==> config.mk <==
export PLATFORM = sky130hd
export DESIGN_NAME = linear_envelope_shaper
export DESIGN_NICKNAME = d
export VERILOG_FILES = /design/src/sv/les_pkg.sv /design/src/sv/linear_envelope_shaper.sv /design/src/sv/les_regs.sv /design/src/sv/les_divider.sv
export SDC_FILE = /design/constraint.sdc
export NUM_CORES = 2
export LEC_CHECK = 0
export BUFFER_PORTS_ARGS = -buffer_cell sky130_fd_sc_hd__buf_2
export CELL_PAD_IN_SITES_DETAIL_PLACEMENT = 2
export CELL_PAD_IN_SITES_GLOBAL_PLACEMENT = 2
export CORE_UTILIZATION = 46
export CTS_CLUSTER_SIZE = 8
export DETAILED_ROUTE_END_ITERATION = 12
export GPL_TIMING_DRIVEN = 0
export PLACE_DENSITY = 0.94
export SYNTH_ARGS = -nofsm -noshare
export SYNTH_HDL_FRONTEND = slang
export SYNTH_SLANG_ARGS = --single-unit
==> constraint.sdc <==
create_clock -name clk -period 16.08 [get_ports clk]
set_clock_uncertainty 0.05 [all_clocks]
set_input_delay 2.412 -clock clk [delete_from_list [all_inputs] [get_ports clk]]
set_output_delay 2.412 -clock clk [all_outputs]
set_load 0.005 [all_outputs]
==> src/sv/les_pkg.sv <==
`timescale 1ns / 1ps
// ----------------------------------------------------------------------------
// les_pkg
// Shared types and constants of the linear envelope shaper.
// ----------------------------------------------------------------------------
package les_pkg;

    // fixed field widths
    localparam int SAMPLE_W = 24;
    localparam int CFG_W    = 24;
    localparam int REGION_W = 2;
    localparam int FRAC_W   = 16;
    localparam int GAIN_W   = FRAC_W + 1;
    localparam int PROD_W   = SAMPLE_W + GAIN_W + 1;
    localparam int DCNT_W   = $clog2(FRAC_W + 1);

    // apb port
    localparam int APB_AW = 4;
    localparam int APB_DW = 32;

    // register indexes
    localparam logic [1:0] REG_ATTACK  = 2'd0;
    localparam logic [1:0] REG_SUSTAIN = 2'd1;
    localparam logic [1:0] REG_DECAY   = 2'd2;
    localparam logic [1:0] REG_LEN     = 2'd3;

    // region codes
    localparam logic [REGION_W-1:0] REGION_ATTACK  = 2'd0;
    localparam logic [REGION_W-1:0] REGION_SUSTAIN = 2'd1;
    localparam logic [REGION_W-1:0] REGION_DECAY   = 2'd2;
    localparam logic [REGION_W-1:0] REGION_SILENT  = 2'd3;

    // unity gain in unsigned q1.16
    localparam logic [GAIN_W-1:0] GAIN_ONE = GAIN_W'(1) << FRAC_W;

    typedef struct packed {
        logic [CFG_W-1:0] attack;
        logic [CFG_W-1:0] sustain;
        logic [CFG_W-1:0] decay;
        logic [CFG_W-1:0] buffer_len;
    } cfg_t;

endpackage

==> src/sv/linear_envelope_shaper.sv <==
`timescale 1ns / 1ps
// ----------------------------------------------------------------------------
// linear_envelope_shaper
// Scales signed q1.23 samples by a linear attack-sustain-decay envelope.
// ----------------------------------------------------------------------------
// One sample is worked on at a time. A sample in the attack or decay region
// passes from its transfer in through setup (clipped region ends, region
// compare, divider operands), the serial gain divider at one quotient bit
// per cycle, a done step, a multiply, an output load and the idle state
// that takes the next sample. Sustain and silent samples bypass the
// divider. The result sits in an output register; if it is still held
// when the next result is ready, the block waits for the output transfer
// before taking a new sample.
// ----------------------------------------------------------------------------
module linear_envelope_shaper #(
    parameter int LEN_BITS = 24
) (
    input  logic                               clk,
    input  logic                               rst_n,
    input  logic                               psel,
    input  logic                               penable,
    input  logic                               pwrite,
    input  logic [les_pkg::APB_AW-1:0]         paddr,
    input  logic [les_pkg::APB_DW-1:0]         pwdata,
    output logic [les_pkg::APB_DW-1:0]         prdata,
    output logic                               pready,
    input  logic                               in_valid,
    output logic                               in_stall,
    input  logic signed [les_pkg::SAMPLE_W-1:0] sample_in,
    input  logic                               first,
    output logic                               out_valid,
    input  logic                               out_stall,
    output logic signed [les_pkg::SAMPLE_W-1:0] sample_out,
    output logic [les_pkg::REGION_W-1:0]       region
);
    import les_pkg::*;

    localparam int CMP_W  = (LEN_BITS > CFG_W + 2) ? LEN_BITS : CFG_W + 2;
    localparam int ST_W   = 4;

    localparam logic [ST_W-1:0] ST_IDLE  = 4'd0;
    localparam logic [ST_W-1:0] ST_SUM1  = 4'd1;
    localparam logic [ST_W-1:0] ST_SUM2  = 4'd2;
    localparam logic [ST_W-1:0] ST_CLIP  = 4'd3;
    localparam logic [ST_W-1:0] ST_CLASS = 4'd4;
    localparam logic [ST_W-1:0] ST_PREP  = 4'd5;
    localparam logic [ST_W-1:0] ST_DIV   = 4'd6;
    localparam logic [ST_W-1:0] ST_MUL   = 4'd7;
    localparam logic [ST_W-1:0] ST_DONE  = 4'd8;

    cfg_t                       cfg;
    logic [ST_W-1:0]            state_reg;
    logic [ST_W-1:0]            state_next;
    logic [LEN_BITS-1:0]        position_reg;
    logic [LEN_BITS-1:0]        position_next;
    logic [LEN_BITS-1:0]        pos_reg;
    logic [LEN_BITS-1:0]        pos_next;
    logic signed [SAMPLE_W-1:0] sample_reg;
    logic signed [SAMPLE_W-1:0] sample_next;
    logic [CMP_W-1:0]           sum_reg;
    logic [CMP_W-1:0]           sum_next;
    logic [LEN_BITS-1:0]        a_reg;
    logic [LEN_BITS-1:0]        a_next;
    logic [LEN_BITS-1:0]        s_reg;
    logic [LEN_BITS-1:0]        s_next;
    logic [LEN_BITS-1:0]        d_reg;
    logic [LEN_BITS-1:0]        d_next;
    logic [REGION_W-1:0]        region_reg;
    logic [REGION_W-1:0]        region_next;
    logic [GAIN_W-1:0]          gain_reg;
    logic [GAIN_W-1:0]          gain_next;
    logic signed [PROD_W-1:0]   prod_reg;
    logic signed [PROD_W-1:0]   prod_next;
    logic                       out_valid_reg;
    logic                       out_valid_next;
    logic signed [SAMPLE_W-1:0] sample_out_reg;
    logic signed [SAMPLE_W-1:0] sample_out_next;
    logic [REGION_W-1:0]        region_out_reg;
    logic [REGION_W-1:0]        region_out_next;

    logic [LEN_BITS+CFG_W-1:0]  len_wide;
    logic [LEN_BITS-1:0]        len;
    logic [CMP_W-1:0]           len_c;
    logic [CMP_W-1:0]           attack_c;
    logic [CMP_W-1:0]           min_c;
    logic [LEN_BITS:0]          pos_inc;
    logic                       in_xfer;
    logic                       out_xfer;
    logic                       load_out;
    logic                       div_start;
    logic [LEN_BITS-1:0]        div_num;
    logic [LEN_BITS-1:0]        div_den;
    logic                       div_done;
    logic [FRAC_W-1:0]          div_quot;

    les_regs u_regs (
        .clk     (clk),
        .rst_n   (rst_n),
        .psel    (psel),
        .penable (penable),
        .pwrite  (pwrite),
        .paddr   (paddr),
        .pwdata  (pwdata),
        .prdata  (prdata),
        .pready  (pready),
        .cfg     (cfg)
    );

    les_divider #(
        .LEN_BITS (LEN_BITS)
    ) u_divider (
        .clk      (clk),
        .rst_n    (rst_n),
        .start    (div_start),
        .num      (div_num),
        .den      (div_den),
        .done     (div_done),
        .quotient (div_quot)
    );

    // buffer length cut to the position width
    assign len_wide = {{LEN_BITS{1'b0}}, cfg.buffer_len};
    assign len      = len_wide[LEN_BITS-1:0];
    assign len_c    = CMP_W'(len);
    assign attack_c = CMP_W'(cfg.attack);

    assign in_stall = (state_reg != ST_IDLE);
    assign in_xfer  = in_valid && !in_stall;
    assign out_xfer = out_valid_reg && !out_stall;
    assign load_out = (state_reg == ST_DONE) && (!out_valid_reg || !out_stall);

    // shared clip compare against the buffer length
    always_comb
    begin
        unique case (state_reg)
            ST_SUM1: min_c = (attack_c < len_c) ? attack_c : len_c;
            default: min_c = (sum_reg < len_c) ? sum_reg : len_c;
        endcase
    end

    // divider operands
    assign div_start = (state_reg == ST_PREP) &&
                       ((region_reg == REGION_ATTACK) || (region_reg == REGION_DECAY));
    assign div_num   = (region_reg == REGION_ATTACK) ? pos_reg : (pos_reg - s_reg);
    assign div_den   = (region_reg == REGION_ATTACK) ? a_reg : (d_reg - s_reg);

    assign pos_inc = {1'b0, pos_reg} + (LEN_BITS+1)'(1);

    // sequencer
    always_comb
    begin
        state_next      = state_reg;
        position_next   = position_reg;
        pos_next        = pos_reg;
        sample_next     = sample_reg;
        sum_next        = sum_reg;
        a_next          = a_reg;
        s_next          = s_reg;
        d_next          = d_reg;
        region_next     = region_reg;
        gain_next       = gain_reg;
        prod_next       = prod_reg;
        out_valid_next  = out_valid_reg;
        sample_out_next = sample_out_reg;
        region_out_next = region_out_reg;

        if (out_xfer)
        begin
            out_valid_next = 1'b0;
        end

        unique case (state_reg)
            ST_IDLE:
            begin
                if (in_xfer)
                begin
                    pos_next    = first ? '0 : position_reg;
                    sample_next = sample_in;
                    state_next  = ST_SUM1;
                end
            end
            ST_SUM1:
            begin
                sum_next   = attack_c + CMP_W'(cfg.sustain);
                a_next     = min_c[LEN_BITS-1:0];
                state_next = ST_SUM2;
            end
            ST_SUM2:
            begin
                sum_next   = sum_reg + CMP_W'(cfg.decay);
                s_next     = min_c[LEN_BITS-1:0];
                state_next = ST_CLIP;
            end
            ST_CLIP:
            begin
                d_next     = min_c[LEN_BITS-1:0];
                state_next = ST_CLASS;
            end
            ST_CLASS:
            begin
                if (pos_reg < a_reg)
                begin
                    region_next = REGION_ATTACK;
                end
                else if (pos_reg < s_reg)
                begin
                    region_next = REGION_SUSTAIN;
                end
                else if (pos_reg < d_reg)
                begin
                    region_next = REGION_DECAY;
                end
                else
                begin
                    region_next = REGION_SILENT;
                end
                state_next = ST_PREP;
            end
            ST_PREP:
            begin
                if (div_start)
                begin
                    state_next = ST_DIV;
                end
                else
                begin
                    gain_next  = (region_reg == REGION_SUSTAIN) ? GAIN_ONE : '0;
                    state_next = ST_MUL;
                end
            end
            ST_DIV:
            begin
                if (div_done)
                begin
                    if (region_reg == REGION_ATTACK)
                    begin
                        gain_next = GAIN_W'(div_quot);
                    end
                    else
                    begin
                        gain_next = GAIN_ONE - GAIN_W'(div_quot);
                    end
                    state_next = ST_MUL;
                end
            end
            ST_MUL:
            begin
                prod_next  = PROD_W'(sample_reg * $signed({1'b0, gain_reg}));
                state_next = ST_DONE;
            end
            ST_DONE:
            begin
                if (load_out)
                begin
                    out_valid_next  = 1'b1;
                    sample_out_next = prod_reg[FRAC_W +: SAMPLE_W];
                    region_out_next = region_reg;
                    position_next   = (pos_inc < {1'b0, len}) ?
                                      pos_inc[LEN_BITS-1:0] : len;
                    state_next      = ST_IDLE;
                end
            end
            default:
            begin
                state_next = ST_IDLE;
            end
        endcase
    end

    // control state
    always_ff @(posedge clk or negedge rst_n)
    begin
        if (!rst_n)
        begin
            state_reg     <= ST_IDLE;
            position_reg  <= '0;
            out_valid_reg <= 1'b0;
        end
        else
        begin
            state_reg     <= state_next;
            position_reg  <= position_next;
            out_valid_reg <= out_valid_next;
        end
    end

    // datapath registers
    always_ff @(posedge clk)
    begin
        pos_reg        <= pos_next;
        sample_reg     <= sample_next;
        sum_reg        <= sum_next;
        a_reg          <= a_next;
        s_reg          <= s_next;
        d_reg          <= d_next;
        region_reg     <= region_next;
        gain_reg       <= gain_next;
        prod_reg       <= prod_next;
        sample_out_reg <= sample_out_next;
        region_out_reg <= region_out_next;
    end

    assign out_valid  = out_valid_reg;
    assign sample_out = sample_out_reg;
    assign region     = region_out_reg;

endmodule

==> src/sv/les_regs.sv <==
`timescale 1ns / 1ps
// ----------------------------------------------------------------------------
// les_regs
// APB register file holding the envelope lengths and the buffer length.
// ----------------------------------------------------------------------------
module les_regs (
    input  logic                       clk,
    input  logic                       rst_n,
    input  logic                       psel,
    input  logic                       penable,
    input  logic                       pwrite,
    input  logic [les_pkg::APB_AW-1:0] paddr,
    input  logic [les_pkg::APB_DW-1:0] pwdata,
    output logic [les_pkg::APB_DW-1:0] prdata,
    output logic                       pready,
    output les_pkg::cfg_t              cfg
);
    import les_pkg::*;

    cfg_t             cfg_reg;
    cfg_t             cfg_next;
    logic [1:0]       index;
    logic             wr_en;
    logic [CFG_W-1:0] rd_value;

    assign pready = 1'b1;
    assign index  = paddr[3:2];
    assign wr_en  = psel && penable && pwrite;

    // register write decode
    always_comb
    begin
        cfg_next = cfg_reg;
        if (wr_en)
        begin
            unique case (index)
                REG_ATTACK:  cfg_next.attack     = pwdata[CFG_W-1:0];
                REG_SUSTAIN: cfg_next.sustain    = pwdata[CFG_W-1:0];
                REG_DECAY:   cfg_next.decay      = pwdata[CFG_W-1:0];
                REG_LEN:     cfg_next.buffer_len = pwdata[CFG_W-1:0];
            endcase
        end
    end

    always_ff @(posedge clk or negedge rst_n)
    begin
        if (!rst_n)
        begin
            cfg_reg <= '0;
        end
        else
        begin
            cfg_reg <= cfg_next;
        end
    end

    // read mux
    always_comb
    begin
        unique case (index)
            REG_ATTACK:  rd_value = cfg_reg.attack;
            REG_SUSTAIN: rd_value = cfg_reg.sustain;
            REG_DECAY:   rd_value = cfg_reg.decay;
            REG_LEN:     rd_value = cfg_reg.buffer_len;
        endcase
    end

    assign prdata = APB_DW'(rd_value);
    assign cfg    = cfg_reg;

endmodule

==> src/sv/les_divider.sv <==
`timescale 1ns / 1ps
// ----------------------------------------------------------------------------
// les_divider
// Serial restoring divider giving floor(num * 2^16 / den) for num < den.
// ----------------------------------------------------------------------------
module les_divider #(
    parameter int LEN_BITS = 24
) (
    input  logic                       clk,
    input  logic                       rst_n,
    input  logic                       start,
    input  logic [LEN_BITS-1:0]        num,
    input  logic [LEN_BITS-1:0]        den,
    output logic                       done,
    output logic [les_pkg::FRAC_W-1:0] quotient
);
    import les_pkg::*;

    logic [LEN_BITS-1:0] rem_reg;
    logic [LEN_BITS-1:0] rem_next;
    logic [LEN_BITS-1:0] den_reg;
    logic [LEN_BITS-1:0] den_next;
    logic [FRAC_W-1:0]   quot_reg;
    logic [FRAC_W-1:0]   quot_next;
    logic [DCNT_W-1:0]   cnt_reg;
    logic [DCNT_W-1:0]   cnt_next;
    logic                done_reg;
    logic                done_next;
    logic [LEN_BITS:0]   shifted;
    logic [LEN_BITS:0]   diff;
    logic                fits;

    // one quotient bit per cycle: shift, trial subtract, restore
    assign shifted = {rem_reg, 1'b0};
    assign diff    = shifted - {1'b0, den_reg};
    assign fits    = (shifted >= {1'b0, den_reg});

    always_comb
    begin
        rem_next  = rem_reg;
        den_next  = den_reg;
        quot_next = quot_reg;
        cnt_next  = cnt_reg;
        done_next = 1'b0;
        if (start)
        begin
            rem_next = num;
            den_next = den;
            cnt_next = DCNT_W'(FRAC_W);
        end
        else if (cnt_reg != '0)
        begin
            rem_next  = fits ? diff[LEN_BITS-1:0] : shifted[LEN_BITS-1:0];
            quot_next = {quot_reg[FRAC_W-2:0], fits};
            cnt_next  = cnt_reg - DCNT_W'(1);
            done_next = (cnt_reg == DCNT_W'(1));
        end
    end

    always_ff @(posedge clk or negedge rst_n)
    begin
        if (!rst_n)
        begin
            cnt_reg  <= '0;
            done_reg <= 1'b0;
        end
        else
        begin
            cnt_reg  <= cnt_next;
            done_reg <= done_next;
        end
    end

    always_ff @(posedge clk)
    begin
        rem_reg  <= rem_next;
        den_reg  <= den_next;
        quot_reg <= quot_next;
    end

    assign done     = done_reg;
    assign quotient = quot_reg;

endmodule
==> results of run 1 <==
## synth_stat cells, types with 75 or more instances
cell type,n
xnor2_1,90
nor2b_1,75
nand2_1,374
dfrtp_1,131
fa_1,392
a21o_1,81
ha_1,333
mux2_2,95
clkbuf_1,111
and2_1,199
nor2_1,168
o21ai_1,90
edfxtp_1,279
inv_1,642
a21oi_1,167
## per-stage QoR
step                hold slack, ns  instance area, um^2  worst slack, ns
CTS                         0.3769                43290            7.566
detailed placement          0.3556                41570            7.781
global placement            0.3526                41460            8.474
floorplan                   0.3503                39490            9.702
## logic make-up after synthesis
family | Yosys count | share of synthesized area (%)
AO/OA/AOI/OAI | 670 | 11.28
XOR/XNOR | 152 | 3.373
AND/OR/NAND/NOR | 1054 | 13.10
other | 2 | 0.01903
adder cells (fa/ha/maj) | 725 | 30.44
multiplexers | 140 | 4.623
buffers and inverters | 785 | 7.622
flip-flops | 410 | 29.54
## per-layer routing
layer	track usage, %	GRT overflow
met5	19.84	4
met4	61.00	55
met3	40.25	4
met2	82.38	39
met1	58.11	0
==> metrics, run 1 <==
status aborted with a tool error; Fail Step global routing (5_1_grt); First Error [ERROR GRT-0116] Global routing finished with congestion. Check the congestion regions in the DRC Viewer.; library cells used by synthesis 81; Gate Count Post-Synth 3938; IO Count 129; Total GRT Usage 60.41%; # hold bufs at CTS 0; Synth Warn # 0; final RePlAce weighted congestion 0.8820; H-tree depth 2; Initial Util 46.42%; Synth area leaders edfxtp_1 21%, fa_1 20%, ha_1 11%; half-perimeter wire length after placement 147.1 mm; CTS Sinks 410; top-area cell type share of the netlist area 21.23%; Placed Cells 5201; grt total ovfl 102; vias in the first global route 46812; Row Count 107; Post-CTS Setup Bufs 0; die width 294.9 um; clock tree buffer depth 3; Die Ht 294.9 um; area of the mapped netlist 39460 um^2; Inserted Clock Buffers 58; register area share after synthesis 29.54%; first-pass GRT wire length 370.1 mm; ys flop type edfxtp_1; IO Port Bufs 107; CTS root buf clkbuf_16; EDFF count, synth 279; post_cts resized 0; post-synth top area cell edfxtp_1; Yosys reg bits 410; largest net degree at the start of global routing 72; Avg Cell Area, Syn 10.02 um^2; ys async rst share 31.95%
==> run 2, diff against run 1 <==
--- a/config.mk
+++ b/config.mk
@@ -6,13 +6,10 @@
 export NUM_CORES = 2
 export LEC_CHECK = 0
 export BUFFER_PORTS_ARGS = -buffer_cell sky130_fd_sc_hd__buf_2
-export CELL_PAD_IN_SITES_DETAIL_PLACEMENT = 2
-export CELL_PAD_IN_SITES_GLOBAL_PLACEMENT = 2
-export CORE_UTILIZATION = 46
-export CTS_CLUSTER_SIZE = 8
+export CORE_UTILIZATION = 35
 export DETAILED_ROUTE_END_ITERATION = 12
 export GPL_TIMING_DRIVEN = 0
-export PLACE_DENSITY = 0.94
+export PLACE_DENSITY_LB_ADDON = 0.15
 export SYNTH_ARGS = -nofsm -noshare
 export SYNTH_HDL_FRONTEND = slang
 export SYNTH_SLANG_ARGS = --single-unit
==> metrics, run 2 <==
status finished clean (was aborted with a tool error); CTS Sinks 410 (unchanged); WHS Path Cells 0; max_cap viols 0; crit path max fanout 10; core area 111300 um^2; RSZ-0062 raised after global routing false; IO Count 129 (unchanged); Slew @ Worst Pin 1.347 ns; vias in the first global route 29872; H-tree depth 2 (unchanged); DRT antenna net count 0; Commonest cells post-synth 642 x inv_1, 392 x fa_1, 374 x nand2_1, 333 x ha_1, 279 x edfxtp_1 (unchanged); crit-path max cell delay 0.78 ns; DRT Wirelength 116.9 mm; Post-CTS Setup Bufs 0 (unchanged); Worst path depth 21; CP max-delay cell clkbuf_1; Final Hold Viols 0; most common cell in the synthesized netlist inv_1 (unchanged); grt total ovfl 0; CP Buf/Inv Count 4; die area 114100 um^2; Worst EP required 16.45 ns; initial antenna violation count 1; die width 337.8 um (was 294.9 um); post_cts resized 0 (unchanged); ys async rst share 31.95% (unchanged); Fin Setup TNS 0 ns; worst path arrival time 8.13 ns; ys flop type edfxtp_1 (unchanged); Slew Limit Fails 0; Synth area leaders edfxtp_1 21%, fa_1 20%, ha_1 11% (unchanged); post-synth top area cell edfxtp_1 (unchanged); vias 28576; WL/cell 20.71 um; first-pass GRT wire length 180.7 mm; Startpoint Class flop; First-pass DRT Iterations 5; Slew HR 9.968%; Avg Cell Area, Syn 10.02 um^2 (unchanged); endpoints failing setup 0; TritonCTS clock tree built; Yosys reg bits 410 (unchanged); # nets final 4906; Row Count 122 (was 107); # hold bufs at CTS 0 (unchanged); DRC viols 0; fin crit period 7.766 ns; Die Ht 337.8 um (was 294.9 um); Critical Path Most Common Cell fa_1; Fmax 0.1288 GHz; commonest non-fill, non-tap cell in the layout inv_1; share of cells above drive strength 1 8.684%; most frequent cells in the layout 642 x inv_1, 392 x fa_1, 374 x nand2_1; library cells used by synthesis 81 (unchanged); Hold Crit Class flop to flop; max FFs per register 96; final RePlAce weighted congestion 0.8753 (was 0.8820); register area share after synthesis 29.54% (unchanged); largest net degree at the start of global routing 81; Gate Count Post-Synth 3938 (unchanged); IO Port Bufs 107 (unchanged); Inserted Clock Buffers 52 (was 58); drt first-iter violations 1706; crit end category flop; area of the mapped netlist 39460 um^2 (unchanged); n_diodes 0; EDFF count, synth 279 (unchanged); clock tree buffer depth 3 (unchanged); R2R cell count 21; cell family with most CP delay adder cells; CTS root buf clkbuf_16 (unchanged); Synth Warn # 0 (unchanged); top-area cell type share of the netlist area 21.23% (unchanged); Layout area overhead 10.97%; critical-path cell list clkbuf_1, nand2_1, fa_1, inv_1, fa_1, fa_1, fa_1, fa_1, inv_1, fa_1, inv_1, ha_1, a211oi_1, o21ai_1, a31oi_1, nor2_1, o31a_1, a2111oi_2, o21bai_1, a21oi_1, xnor2_1; fill count 11126; half-perimeter wire length after placement 94.63 mm (was 147.1 mm); CTS clock-pin slew for the worst setup and hold paths 0.07 ns; Initial Util 35.46% (was 46.42%); Setup Crit Path Kind flop to flop; Total GRT Usage 20.98%; crit share post-route 48.29%; vias per std cell 5.062; Worst-Skew Late Latency 0.68 ns
[run 2: cell counts after synthesis]
Identical to the previous run, type by type.
[run 2: area by class of cell]
| cell class | instances | area [um^2] | area share (%) |
|---|---|---|---|
| Multi-Input combinational cell | 2750 | 24850 | 56.74 |
| Sequential cell | 410 | 11660 | 26.62 |
| Inverter | 646 | 2425 | 5.537 |
| Tap cell | 1488 | 1862 | 4.251 |
| Clock buffer | 57 | 1320 | 3.014 |
| Timing Repair Buffer | 114 | 670.6 | 1.531 |
| Buffer | 139 | 585.6 | 1.337 |
| Clock inverter | 41 | 425.4 | 0.9714 |
[run 2: worst paths after layout]
path                                    start                   end  slack [ns]
worst min register to register   prod_reg[37]        sample_out[21]        0.36
max in group asynchronous               rst_n  u_divider.cnt_reg[3]       13.44
worst min-delay path             prod_reg[37]        sample_out[21]        0.36
min in group asynchronous               rst_n        u_regs.cfg[95]        1.65
worst max register to register  sample_reg[7]          prod_reg[38]        8.31
worst max-delay path            sample_reg[7]          prod_reg[38]        8.31
[run 2: kinds of logic after synthesis]
logic type / share of synthesized area (%)
AND/OR/NAND/NOR: 13.10
buffers and inverters: 7.622
adder cells (fa/ha/maj): 30.44
AO/OA/AOI/OAI: 11.28
flip-flops: 29.54
XOR/XNOR: 3.373
multiplexers: 4.623
other: 0.01903
[run 2: metrics by stage]
step	instances	setup slack (ns)	instance area, um^2	hold WS (ns)	utilization (%)
final	5645	8.314	43790	0.3645	39.36
after global routing	5645	7.923	43790	0.3756	39.36
after CTS	5645	8.333	43790	0.3654	39.35
after detailed placement	5547	8.345	42050	0.3545	37.78
after global placement	5540	8.337	41890	0.3509	37.64
after floorplan	3945	9.702	39490	0.3503	-
[run 2: metal layers]
| layer | share of wire [%] | GRT usage (%) | up-vias | wire, um |
|---|---|---|---|---|
| met2 | 49 | 36.85 | 539 | 57750 |
| met3 | 3.5 | 2.511 | 152 | 4103 |
| li1 | - | - | 13597 | - |
| met5 | 0 | 0 | - | 0 |
| met1 | 44 | 26.92 | 14288 | 51710 |
| met4 | 2.8 | 6.171 | 0 | 3325 |
Power of run 2 is not shown: default switching activity piles up to over one toggle a cycle in this logic, so the estimate is an artifact.
